--- src/rtl/core/esu8_pkg.sv ---
// shared types and constants of the escaped string to utf-8 decoder
`timescale 1ns / 1ps

package esu8_pkg;

	// byte codes; the front uses all, the back only backslash and 'u'
	localparam logic [7:0] CH_BSLASH = 8'h5C;
	localparam logic [7:0] CH_U      = 8'h75;
	localparam logic [7:0] CH_R      = 8'h72;
	localparam logic [7:0] CH_N      = 8'h6E;
	localparam logic [7:0] CH_T      = 8'h74;
	localparam logic [7:0] CH_CR     = 8'h0D;
	localparam logic [7:0] CH_LF     = 8'h0A;
	localparam logic [7:0] CH_TAB    = 8'h09;

	// replacement character u+fffd
	localparam logic [7:0] REPL_B0 = 8'hEF;
	localparam logic [7:0] REPL_B1 = 8'hBF;
	localparam logic [7:0] REPL_B2 = 8'hBD;

	localparam logic [7:0] TERM_RESET = 8'h22;

	// entries of the run queue between front and back
	localparam int QDEPTH = 4;

	// final part of a run: up to four bytes or the end marker
	typedef struct packed {
		logic [2:0]      len;
		logic            is_end;
		logic [3:0][7:0] bytes;
	} tail_t;

	// everything one input word causes on the output
	typedef struct packed {
		logic            pre_fffd;
		logic            flush;
		logic [1:0]      flush_cnt;
		logic [2:0][7:0] digits;
		tail_t           tail;
		logic [3:0]      total;
	} desc_t;

endpackage

--- src/rtl/core/esu8_front.sv ---
// front half: escape state machine, classifies each input word into a run
`timescale 1ns / 1ps

module esu8_front import esu8_pkg::*; (
	input  logic       clk,
	input  logic       arst_n,
	input  logic       cfg_valid,
	output logic       cfg_ready,
	input  logic [7:0] cfg_data,
	input  logic       in_valid,
	output logic       in_ready,
	input  logic [7:0] in_byte,
	input  logic       q_full,
	output logic       push,
	output desc_t      push_desc
);

	typedef enum logic [2:0] {
		PH_PLAIN,
		PH_ESC,
		PH_HEX,
		PH_WAIT_BS,
		PH_WAIT_U,
		PH_LOW
	} phase_t;

	function automatic tail_t f_none();
		tail_t t;
		t = '0;
		return t;
	endfunction

	function automatic tail_t f_byte(input logic [7:0] b);
		tail_t t;
		t = '0;
		t.len = 3'd1;
		t.bytes[0] = b;
		return t;
	endfunction

	function automatic tail_t f_end();
		tail_t t;
		t = '0;
		t.len = 3'd1;
		t.is_end = 1'b1;
		return t;
	endfunction

	function automatic tail_t f_utf8(input logic [20:0] cp);
		tail_t t;
		t = '0;
		if (cp <= 21'h00007F) begin
			t.len = 3'd1;
			t.bytes[0] = cp[7:0];
		end else if (cp <= 21'h0007FF) begin
			t.len = 3'd2;
			t.bytes[0] = {3'b110, cp[10:6]};
			t.bytes[1] = {2'b10, cp[5:0]};
		end else if (cp <= 21'h00FFFF) begin
			t.len = 3'd3;
			t.bytes[0] = {4'b1110, cp[15:12]};
			t.bytes[1] = {2'b10, cp[11:6]};
			t.bytes[2] = {2'b10, cp[5:0]};
		end else begin
			t.len = 3'd4;
			t.bytes[0] = {5'b11110, cp[20:18]};
			t.bytes[1] = {2'b10, cp[17:12]};
			t.bytes[2] = {2'b10, cp[11:6]};
			t.bytes[3] = {2'b10, cp[5:0]};
		end
		return t;
	endfunction

	// {valid, nibble}
	function automatic logic [4:0] f_hex(input logic [7:0] b);
		logic [4:0] r;
		r = '0;
		if (b inside {[8'h30:8'h39]}) begin
			r = {1'b1, b[3:0]};
		end else if (b inside {[8'h41:8'h46], [8'h61:8'h66]}) begin
			r = {1'b1, b[3:0] + 4'd9};
		end
		return r;
	endfunction

	phase_t          phase_q, phase_d;
	logic [1:0]      cnt_q, cnt_d;
	logic [15:0]     acc_q, acc_d;
	logic [9:0]      pend_q, pend_d;
	logic [2:0][7:0] dig_q;
	logic [7:0]      term_q;

	logic        accept;
	logic        dig_we;
	logic [4:0]  hexr;
	logic [15:0] acc_next;
	logic [10:0] hi_plus;
	logic        grp_high;
	logic        grp_bad;
	tail_t       plain_tail, esc_tail, grp_tail, tail;
	phase_t      plain_phase, esc_phase, grp_phase;
	logic        pre, flush;
	logic [3:0]  flen;

	assign cfg_ready = 1'b1;
	assign in_ready  = !q_full;
	assign accept    = in_valid && in_ready;

	assign hexr     = f_hex(in_byte);
	assign acc_next = {acc_q[11:0], hexr[3:0]};
	assign hi_plus  = {1'b0, pend_q} + 11'h040;
	assign grp_high = acc_next inside {[16'hD800:16'hDBFF]};
	assign grp_bad  = acc_next inside {[16'hDC00:16'hDFFF], [16'hFFFE:16'hFFFF]};

	// byte seen in plain text
	always_comb begin
		plain_phase = PH_PLAIN;
		if (in_byte == term_q) begin
			plain_tail = f_end();
		end else if (in_byte == CH_BSLASH) begin
			plain_tail  = f_none();
			plain_phase = PH_ESC;
		end else begin
			plain_tail = f_byte(in_byte);
		end
	end

	// byte after a backslash
	always_comb begin
		esc_phase = PH_PLAIN;
		case (in_byte)
			CH_R:    esc_tail = f_byte(CH_CR);
			CH_N:    esc_tail = f_byte(CH_LF);
			CH_T:    esc_tail = f_byte(CH_TAB);
			CH_U: begin
				esc_tail  = f_none();
				esc_phase = PH_HEX;
			end
			default: esc_tail = f_byte(in_byte);
		endcase
	end

	// a complete group of four digits
	always_comb begin
		if (grp_high) begin
			grp_tail  = f_none();
			grp_phase = PH_WAIT_BS;
		end else begin
			grp_tail  = f_utf8(grp_bad ? 21'h00FFFD : {5'b0, acc_next});
			grp_phase = PH_PLAIN;
		end
	end

	always_comb begin
		phase_d = phase_q;
		cnt_d   = cnt_q;
		acc_d   = acc_q;
		pend_d  = pend_q;
		dig_we  = 1'b0;
		pre     = 1'b0;
		flush   = 1'b0;
		tail    = f_none();
		case (phase_q)
			PH_ESC: begin
				tail    = esc_tail;
				phase_d = esc_phase;
				cnt_d   = 2'd0;
				acc_d   = 16'h0000;
			end
			PH_HEX: begin
				if (hexr[4]) begin
					dig_we = (cnt_q != 2'd3);
					acc_d  = acc_next;
					if (cnt_q == 2'd3) begin
						cnt_d   = 2'd0;
						tail    = grp_tail;
						phase_d = grp_phase;
						pend_d  = acc_next[9:0];
					end else begin
						cnt_d = cnt_q + 2'd1;
					end
				end else begin
					flush   = 1'b1;
					cnt_d   = 2'd0;
					tail    = plain_tail;
					phase_d = plain_phase;
				end
			end
			PH_WAIT_BS: begin
				if (in_byte == CH_BSLASH) begin
					phase_d = PH_WAIT_U;
				end else begin
					pre     = 1'b1;
					tail    = plain_tail;
					phase_d = plain_phase;
				end
			end
			PH_WAIT_U: begin
				if (in_byte == CH_U) begin
					phase_d = PH_LOW;
					cnt_d   = 2'd0;
					acc_d   = 16'h0000;
				end else begin
					pre     = 1'b1;
					tail    = esc_tail;
					phase_d = esc_phase;
					cnt_d   = 2'd0;
					acc_d   = 16'h0000;
				end
			end
			PH_LOW: begin
				if (hexr[4]) begin
					dig_we = (cnt_q != 2'd3);
					acc_d  = acc_next;
					if (cnt_q == 2'd3) begin
						cnt_d = 2'd0;
						if (acc_next inside {[16'hDC00:16'hDFFF]}) begin
							tail    = f_utf8({hi_plus, acc_next[9:0]});
							phase_d = PH_PLAIN;
						end else begin
							// high surrogate replaced, digits taken as a fresh escape
							pre     = 1'b1;
							tail    = grp_tail;
							phase_d = grp_phase;
							pend_d  = acc_next[9:0];
						end
					end else begin
						cnt_d = cnt_q + 2'd1;
					end
				end else begin
					pre     = 1'b1;
					flush   = 1'b1;
					cnt_d   = 2'd0;
					tail    = plain_tail;
					phase_d = plain_phase;
				end
			end
			default: begin
				tail    = plain_tail;
				phase_d = plain_phase;
			end
		endcase
	end

	assign flen = flush ? (4'd2 + {2'b00, cnt_q}) : 4'd0;

	always_comb begin
		push_desc           = '0;
		push_desc.pre_fffd  = pre;
		push_desc.flush     = flush;
		push_desc.flush_cnt = cnt_q;
		push_desc.digits    = dig_q;
		push_desc.tail      = tail;
		push_desc.total     = (pre ? 4'd3 : 4'd0) + flen + {1'b0, tail.len};
	end

	assign push = accept && (push_desc.total != 4'd0);

	always_ff @(posedge clk or negedge arst_n) begin
		if (!arst_n) begin
			phase_q <= PH_PLAIN;
			cnt_q   <= 2'd0;
			term_q  <= TERM_RESET;
		end else begin
			if (accept) begin
				phase_q <= phase_d;
				cnt_q   <= cnt_d;
			end
			if (cfg_valid) begin
				term_q <= cfg_data;
			end
		end
	end

	always_ff @(posedge clk) begin
		if (accept) begin
			acc_q  <= acc_d;
			pend_q <= pend_d;
			if (dig_we) begin
				dig_q[cnt_q] <= in_byte;
			end
		end
	end

endmodule

--- src/rtl/core/esu8_queue.sv ---
// run queue between front and back halves
`timescale 1ns / 1ps

module esu8_queue import esu8_pkg::*; (
	input  logic  clk,
	input  logic  arst_n,
	input  logic  push,
	input  desc_t push_desc,
	output logic  full,
	output logic  valid,
	output desc_t head,
	input  logic  pop
);

	localparam int AW = (QDEPTH > 1) ? $clog2(QDEPTH) : 1;
	localparam int CW = $clog2(QDEPTH + 1);

	desc_t         mem_q [QDEPTH];
	logic [AW-1:0] wr_ptr_q, rd_ptr_q;
	logic [CW-1:0] cnt_q;

	assign full  = (cnt_q == CW'(QDEPTH));
	assign valid = (cnt_q != '0);
	assign head  = mem_q[rd_ptr_q];

	always_ff @(posedge clk or negedge arst_n) begin
		if (!arst_n) begin
			wr_ptr_q <= '0;
			rd_ptr_q <= '0;
			cnt_q    <= '0;
		end else begin
			if (push) begin
				wr_ptr_q <= (wr_ptr_q == AW'(QDEPTH - 1)) ? '0 : wr_ptr_q + AW'(1);
			end
			if (pop) begin
				rd_ptr_q <= (rd_ptr_q == AW'(QDEPTH - 1)) ? '0 : rd_ptr_q + AW'(1);
			end
			cnt_q <= cnt_q + CW'(push) - CW'(pop);
		end
	end

	always_ff @(posedge clk) begin
		if (push) begin
			mem_q[wr_ptr_q] <= push_desc;
		end
	end

endmodule

--- src/rtl/core/esu8_back.sv ---
// back half: plays out one run a word per cycle while out_ready is high
`timescale 1ns / 1ps

module esu8_back import esu8_pkg::*; (
	input  logic       clk,
	input  logic       arst_n,
	input  logic       q_valid,
	input  desc_t      q_desc,
	output logic       q_pop,
	output logic       out_valid,
	input  logic       out_ready,
	output logic [7:0] out_byte,
	output logic       byte_valid,
	output logic       last_of_run,
	output logic       string_end
);

	logic       busy_q;
	desc_t      desc_q;
	logic [3:0] idx_q;

	logic       last;
	logic [3:0] pre_len, flen, j, t, d;
	logic [7:0] sel;

	assign pre_len = desc_q.pre_fffd ? 4'd3 : 4'd0;
	assign flen    = desc_q.flush ? (4'd2 + {2'b00, desc_q.flush_cnt}) : 4'd0;
	assign j       = idx_q - pre_len;
	assign t       = j - flen;
	assign d       = j - 4'd2;
	assign last    = (idx_q == desc_q.total - 4'd1);

	always_comb begin
		if (idx_q < pre_len) begin
			case (idx_q[1:0])
				2'd0:    sel = REPL_B0;
				2'd1:    sel = REPL_B1;
				default: sel = REPL_B2;
			endcase
		end else if (j < flen) begin
			if (j == 4'd0) begin
				sel = CH_BSLASH;
			end else if (j == 4'd1) begin
				sel = CH_U;
			end else begin
				sel = desc_q.digits[d[1:0]];
			end
		end else begin
			sel = desc_q.tail.bytes[t[1:0]];
		end
	end

	assign out_valid   = busy_q;
	assign last_of_run = last;
	assign string_end  = desc_q.tail.is_end && last;
	assign byte_valid  = !string_end;
	assign out_byte    = string_end ? 8'h00 : sel;
	assign q_pop       = q_valid && (!busy_q || (out_ready && last));

	always_ff @(posedge clk or negedge arst_n) begin
		if (!arst_n) begin
			busy_q <= 1'b0;
			idx_q  <= 4'd0;
		end else if (q_pop) begin
			busy_q <= 1'b1;
			idx_q  <= 4'd0;
		end else if (busy_q && out_ready) begin
			if (last) begin
				busy_q <= 1'b0;
			end else begin
				idx_q <= idx_q + 4'd1;
			end
		end
	end

	always_ff @(posedge clk) begin
		if (q_pop) begin
			desc_q <= q_desc;
		end
	end

endmodule

--- src/rtl/core/escaped_string_to_utf8.sv ---
// top level of the escaped string to utf-8 decoder
// an input word is written into the run queue, then loaded into the back player
// throughput: one input word per cycle while the queue has room; one output word
//   per cycle while out_ready is high; a word of n bytes gives n output words
// the four-entry run queue absorbs expansions while input keeps flowing
// reset: arst_n clears phase, queue and player; terminator returns to 0x22
`timescale 1ns / 1ps

module escaped_string_to_utf8 import esu8_pkg::*; (
	input  logic       clk,
	input  logic       arst_n,
	// terminator register write
	input  logic       cfg_valid,
	output logic       cfg_ready,
	input  logic [7:0] cfg_data,
	// raw string bytes in
	input  logic       in_valid,
	output logic       in_ready,
	input  logic [7:0] in_byte,
	// decoded bytes out
	output logic       out_valid,
	input  logic       out_ready,
	output logic [7:0] out_byte,
	output logic       byte_valid,
	output logic       last_of_run,
	output logic       string_end
);

	// runs from the classifier waiting to be played out
	logic  push;
	desc_t push_desc;
	logic  q_full;
	logic  q_valid;
	desc_t q_head;
	logic  q_pop;

	// front: escape state machine, one word in per cycle while the queue has room
	esu8_front u_front (
		.clk       (clk),
		.arst_n    (arst_n),
		.cfg_valid (cfg_valid),
		.cfg_ready (cfg_ready),
		.cfg_data  (cfg_data),
		.in_valid  (in_valid),
		.in_ready  (in_ready),
		.in_byte   (in_byte),
		.q_full    (q_full),
		.push      (push),
		.push_desc (push_desc)
	);

	// queue: words that give no output are never stored
	esu8_queue u_queue (
		.clk       (clk),
		.arst_n    (arst_n),
		.push      (push),
		.push_desc (push_desc),
		.full      (q_full),
		.valid     (q_valid),
		.head      (q_head),
		.pop       (q_pop)
	);

	// back: replacement prefix, literal flush, then tail bytes or end marker
	esu8_back u_back (
		.clk         (clk),
		.arst_n      (arst_n),
		.q_valid     (q_valid),
		.q_desc      (q_head),
		.q_pop       (q_pop),
		.out_valid   (out_valid),
		.out_ready   (out_ready),
		.out_byte    (out_byte),
		.byte_valid  (byte_valid),
		.last_of_run (last_of_run),
		.string_end  (string_end)
	);

endmodule

--- config.mk ---
export PLATFORM = sky130hd
export DESIGN_NAME = escaped_string_to_utf8
export DESIGN_NICKNAME = d
export VERILOG_FILES = /design/src/rtl/core/esu8_pkg.sv /design/src/rtl/core/esu8_front.sv /design/src/rtl/core/esu8_queue.sv /design/src/rtl/core/esu8_back.sv /design/src/rtl/core/escaped_string_to_utf8.sv
export SDC_FILE = /design/constraint.sdc
export NUM_CORES = 1
export LEC_CHECK = 0
export BUFFER_PORTS_ARGS = -buffer_cell sky130_fd_sc_hd__buf_2
export CORE_ASPECT_RATIO = 1.4
export CORE_MARGIN = 2
export CORE_UTILIZATION = 29
export DETAILED_ROUTE_END_ITERATION = 10
export SLEW_MARGIN = 10
export SYNTH_ARGS = -nofsm -noshare
export SYNTH_HDL_FRONTEND = slang
export SYNTH_SLANG_ARGS = --single-unit
--- constraint.sdc ---
create_clock -name clk -period 6.02 [get_ports clk]
set_clock_uncertainty 0.15 [all_clocks]
set_input_delay 1.204 -clock clk [delete_from_list [all_inputs] [get_ports clk]]
set_output_delay 1.204 -clock clk [all_outputs]
set_load 0.05 [all_outputs]
**Yosys cells after proc, flatten, opt, wreduce, memory -nomap -nowiden**

Memories as Yosys holds them, arrays and structs flattened. A register that Yosys moved wholly into a read port is not among the register bits.
Index checks and enable logic that the tools add are counted.

- Logic and storage cells: 211
- Memory bits (writable): 272
- Bits in registers: 71
- Bits of input ports: 21
- Memories kept: 1

- Order comparisons: 24
- Add/sub/neg operators: 16
- Reductions and logical operators: 36
- Equal/unequal tests: 28
- Multiplexer cells: 93

Memory list:

| memory | depth | width | read ports | clocked after Yosys merged registers in | wr ports | line | source |
|---|---|---|---|---|---|---|---|
| u_queue.mem_q | 4 | 68 | 1 | 1 | 1 | esu8_queue.sv:18 | `desc_t mem_q [QDEPTH];` |

Operators with widths:

| cell | number |
|---|---|
| 2-to-1 mux 36 bit | 8 |
| case mux 36 bit (5 select lines) | 1 |
| case mux 34 bit (4 select lines) | 1 |
| 2-to-1 mux 8 bit | 12 |
| 2-to-1 mux 16 bit | 5 |
| 2-to-1 mux 34 bit | 2 |
| 2-to-1 mux 10 bit | 5 |
| >= comparator 16 bit (second input constant) | 3 |
| less-or-equal comparator 16 bit (second input constant) | 3 |
| 2-to-1 mux 24 bit | 2 |
| 2-to-1 mux 22 bit | 2 |
| less-or-equal comparator 21 x 11 -> 1 bit (second input constant) | 2 |
| less-or-equal comparator 21 x 16 -> 1 bit (second input constant) | 2 |
| less-or-equal comparator 21 x 7 -> 1 bit (second input constant) | 2 |
| 2-to-1 mux 3 bit | 14 |
| == test 8 x 7 -> 1 bit (second input constant) | 5 |
| binary-select mux 8 bit (select 2 bit) | 2 |
| bitwise mux 24 bit | 1 |
| case mux 12 bit (2 select lines) | 1 |
| case mux 10 bit (2 select lines) | 1 |
| 2-to-1 mux 2 bit | 9 |
| demux 8 bit (select 2 bit) | 1 |
| >= comparator 8 x 7 -> 1 bit (second input constant) | 2 |
| less-or-equal comparator 8 x 7 -> 1 bit (second input constant) | 2 |
| 49 further kinds | 109 |

**Logic depth before layout (Yosys ltp)**

- Depth after elaboration: 23
- Gate-level depth with buffers: 27

**By module**

A second synthesis with hierarchy kept.

- Cell total of the unflattened synthesis: 1140
- Area, all modules: 18366.4 um^2

Modules (own cells, without submodules):

| module | cells each | times used | seq. area each (um^2) | area an instance (um^2) |
|---|---|---|---|---|
| esu8_queue | 392 | 1 | 8343.0 | 10302.4 |
| esu8_front | 543 | 1 | 1709.1 | 4830.9 |
| esu8_back | 205 | 1 | 2077.0 | 3233.1 |

**Least setup slack after synthesis**

OpenSTA, ideal clock, no wires.

- Path kind: reg-to-reg
- Start: register, netlist name u_back.desc_q[0]
- End: register u_queue.cnt_q[2]
- Arrival time: 7.467 ns
- Slack: -1.720 ns
- Setup time: 0.123 ns
- Period minus slack after synthesis: 7.740 ns
- Stages on the path, launching flop included: 13
- Data required time: 5.747 ns
- Path buffers: 0
- Cell sequence: edfxtp_1 -> inv_1 -> ha_1 -> xnor2_1 -> nor4_1 -> nand2_1 -> a21oi_1 -> ha_1 -> inv_1 -> ha_1 -> fa_1 -> xnor2_1 -> xnor2_1

- Cells in the longest elaborated chain, start to end: 6

RTL lines:

| what | line | source |
|---|---|---|
| subtractor 4 x 1 -> 4 bit | esu8_back.sv:31 | `assign last = (idx_q == desc_q.total - 4'd1);` |
| == test 4 bit | esu8_back.sv:31 |  |
| named net last_of_run | escaped_string_to_utf8.sv:25 | `output logic last_of_run,` |
| logical AND 1 bit | esu8_back.sv:58 | `assign q_pop = q_valid && (!busy_q \|\| (out_ready && last));` |
| logical OR 1 bit | esu8_back.sv:58 |  |
| logical AND 1 bit | esu8_back.sv:58 |  |
| named net q_pop | escaped_string_to_utf8.sv:35 | `logic q_pop;` |
| subtractor 3 x 1 -> 3 bit | esu8_queue.sv:38 | `cnt_q <= cnt_q + CW'(push) - CW'(pop);` |
| end signal: assignment | esu8_queue.sv:38 |  |
| end: declaration | esu8_queue.sv:20 | `logic [CW-1:0] cnt_q;` |

The timed path passes the listed nets, and every way through them passes these cells.
A chain may end at the register's enable or synchronous reset.

==> results.py <==
metrics = {
    "pwr": {
        "pwr-share-clk_pct": 28.5,
        "internal_power_w": 0.00582,
        "peakVddDrop_v": 0.000248,
        "pwr-share-seq_pct": 42.1,
        "p_switching_w": 0.00270,
        "combPwrFrac_pct": 29.4,
        "p_per_area_nw_per_um2": 427,
        "leakagePower_nw": 6.84,
        "swShare_pct": 31.7,
    },
    "clock_network": {
        "cts.hold.buffers_added": 0,
        "post_cts_resized": 0,
        "cts_tree": "yes",
        "cts_buffers": 38,
        "clk_path_buf_depth": 3,
        "h-tree-depth": 2,
        "path_clk_slew_ps": 60,
        "root_buffer": "clkbuf_16",
        "cts.sinks": 381,
        "clk_latency_ps": 550,
        "postCtsSetupBuffers": 0,
    },
    "sta": {
        "fin_crit_ps": 5560,
        "tightestPinTransition_ps": 1030,
        "post-route-period-util_pct": 92.3,
        "rsz0062_at_grt": "false",
        "relSlewSlack_pct": 31.1,
        "finalSetupTns_ps": 0,
        "timing.hold.ws_ps": 344,
        "setup_viol": 0,
        "timing.fmax_mhz": 180,
        "hold_violations": 0,
        "slew_violations": 0,
    },
    "logic_synthesis": {
        "syn-num-nets": 1125,
        "ys_ff_latch": 381,
        "muxShareOfSynthArea_pct": 10.4,
        "synth.distinct_cells": 85,
        "synth-xor-area-share_pct": 1.15,
        "synth_top_flop_cell": "edfxtp_1",
        "synth_area_um2": 16800,
        "synth_edf_count": 356,
        "synthArstFlopShare_pct": 6.56,
        "synth-simple-area-share_pct": 7.37,
        "yosys_warnings": 0,
        "synthAdderAreaFrac_pct": 2.80,
        "synth_top_family_by_area": "multiplexers",
        "synth.avg_cell_area_um2": 15.7,
        "synth_compound_gate_area_share_pct": 8.53,
        "synth_cells": 1070,
        "ys_seq_area_share_pct": 67.4,
    },
    "critical_path": {
        "timing.rr.start": "u_front.acc_q[2]",
        "startpoint": "in_byte[7]",
        "critical_path_required_ps": 6310,
        "arrival_ps": 5840,
        "path_class": "in -> reg",
        "end_kind": "flop",
        "rrSetupSlack_ps": 980,
        "reg2regPathDepth": 19,
        "crit_fanout": 4,
        "cp-start-kind": "input pin",
        "r2r-end": "u_queue.cnt_q[2]",
    },
    "routing": {
        "avgViaCountPerCell": 5.00,
        "ant_nets": 0,
        "dr.pass1.iters": 4,
        "wirelength_mm": 42.7,
        "wl_per_cell_um": 21.8,
        "vias": 9803,
        "drtIter0Drc": 860,
        "route.detailed.drc": 0,
    },
    "min_path": {
        "worstHoldStart": "u_front.push_desc[44]",
        "min_path_cells": 0,
        "min_to": "u_queue.mem_q[0][44]",
        "hold_path.class": "reg -> reg",
    },
    "finish": {
        "syn2layout_area_growth_pct": 18.7,
        "final_cell_mix": "356 x edfxtp_1, 94 x buf_4, 69 x mux4_2",
        "final_area_um2": 20000,
        "final_common_cell": "edfxtp_1",
        "fin_nets": 1243,
        "antenna_cells": 0,
        "drive_gt1_share_pct": 27.0,
        "nFillCells": 5416,
    },
    "global_route": {
        "grt_pass1_vias": 10307,
        "grt_usage_pct": 14.4,
        "grt_overflow": 0,
        "grt_max_degree": 65,
        "antenna_found_initial": 0,
        "grt_pass1_wl_mm": 65.1,
    },
    "floorplanning": {
        "num_rows": 104,
        "die_y_um": 289,
        "start_util_pct": 29.3,
        "pin_count": 35,
        "chipWidth_um": 207,
        "dieArea_um2": 59900,
        "core_um2": 57400,
    },
    "job": {
        "drv_cap": 0,
    },
    "placement": {
        "dp.final_hpwl_mm": 30.4,
        "detailed_place.area_um2": 18700,
        "numPortBuffers": 33,
        "place_congestion": 0.954,
    },
    "run_status": {
        "status": "complete, no violations",
    },
}
-- power groups by stage --
stage | combinational (W) | clock [W] | sequential, W
after floorplan | 0.00179 | 0 | 0.00354
after global placement | 0.00255 | 0 | 0.00363
after detailed placement | 0.00257 | 0 | 0.00365
after CTS | 0.00258 | 0.00249 | 0.00360
after global routing | 0.00272 | 0.00260 | 0.00363
final | 0.00251 | 0.00243 | 0.00358
-- worst max-delay path: stages --
cell and delay [ps]:
buf_2 120, or3b_4 450, a211o_1 360, nor2_1 160
a21oi_2 50, inv_1 80, and2_4 170, a31oi_4 80
or2_4 270, a211o_1 330, a21oi_2 140, nor3_2 70
fa_2 420, ha_4 180, fa_2 480, nor4_2 310
nor2_2 80, ha_1 220, fa_1 380, xnor2_1 140
xnor2_1 120
-- layer usage --
layer | vias up | wire (um) | GRT usage (%)
met5 | - | 0 | 0
met1 | 5007 | 16400 | 16.2
met2 | 257 | 22400 | 26.3
met4 | 0 | 2130 | 7.61
li1 | 4441 | - | -
met3 | 98 | 1850 | 2.23
-- registers in the layout (all words and copies together), names as in the netlist --
name / cells
u_back.desc_q: 61
u_back.idx_q: 4
u_back.out_valid: 1
u_front.acc_q: 12
u_front.cnt_q: 2
u_front.pend_q: 10
u_front.phase_q: 3
u_front.push_desc: 24
u_front.term_q: 8
u_queue.cnt_q: 3
u_queue.head: 1
u_queue.mem_q: 248
u_queue.rd_ptr_q: 2
u_queue.wr_ptr_q: 2
-- kinds of logic after synthesis --
family / after synthesis
xor+xnor: 22
buf+inv: 91
other cells: 1
compound gates: 211
mux: 87
fa+ha+maj: 34
flops: 381
simple gates: 243
-- final cells by class --
type                            count  area (um2)  area share [%]
Timing Repair Buffer              135        1030            5.17
Inverter                           34         145           0.727
Sequential cell                   381       11300            56.8
Tap cell                          742         928            4.65
Multi-Input combinational cell    598        5230            26.2
Clock buffer                       44         973            4.88
Clock inverter                     25         320            1.61
-- metrics by stage --
step	power [W]	worst slack, ps	cells	utilization (%)
2_1_floorplan	0.00533	-53.7	1070	-
3_3_place_gp	0.00618	-30.9	1890	32.5
3_5_place_dp	0.00622	-122	1890	32.5
4_1_cts	0.00866	469	1959	34.8
5_1_grt	0.00894	266	1959	34.8
6_report	0.00852	463	1959	34.8
-- Yosys cell counts, types with 5 or more instances --
| master | count | area [um2] |
|---|---|---|
| and2_1 | 22 | 138 |
| a22oi_1 | 9 | 67.6 |
| xor2_1 | 10 | 87.6 |
| a31oi_1 | 12 | 75.1 |
| o21ai_1 | 9 | 45.0 |
| nand2_1 | 63 | 236 |
| edfxtp_1 | 356 | 10700 |
| nand3_1 | 8 | 40.0 |
| inv_1 | 33 | 124 |
| mux2_2 | 17 | 191 |
| o31ai_1 | 5 | 37.5 |
| nor2b_1 | 8 | 50.1 |
| nor2_1 | 62 | 233 |
| mux4_2 | 69 | 1550 |
| buf_1 | 11 | 41.3 |
| a21o_1 | 7 | 52.6 |
| a221oi_1 | 12 | 105 |
| fa_1 | 6 | 120 |
| a22o_1 | 6 | 52.6 |
| nand2b_1 | 8 | 50.1 |
| dfrtp_1 | 23 | 576 |
| or3_1 | 7 | 43.8 |
| buf_2 | 7 | 35.0 |
| o21a_1 | 5 | 37.5 |
| nor4_1 | 8 | 50.1 |
| o22ai_1 | 5 | 31.3 |
| o21ai_0 | 49 | 245 |
| a21oi_1 | 39 | 195 |
| clkbuf_1 | 32 | 120 |
| nor3_1 | 27 | 135 |
| xnor2_1 | 12 | 105 |
| ha_1 | 28 | 350 |
| o211ai_1 | 7 | 52.6 |
| a211oi_1 | 12 | 90.1 |
-- how the worst max path moves through the flow --
stage | endpoint | slack (ps) | cells after the start
6_report | u_queue.cnt_q[2] | 460 | 21
5_1_grt | u_queue.cnt_q[2] | 270 | 20
4_1_cts | u_queue.cnt_q[2] | 470 | 21
3_5_place_dp | u_queue.cnt_q[2] | -120 | 21
3_3_place_gp | u_queue.cnt_q[2] | -30 | 21
2_1_floorplan | u_queue.mem_q[0][0] | -50 | 21
Power figures use the tool's default switching activity.
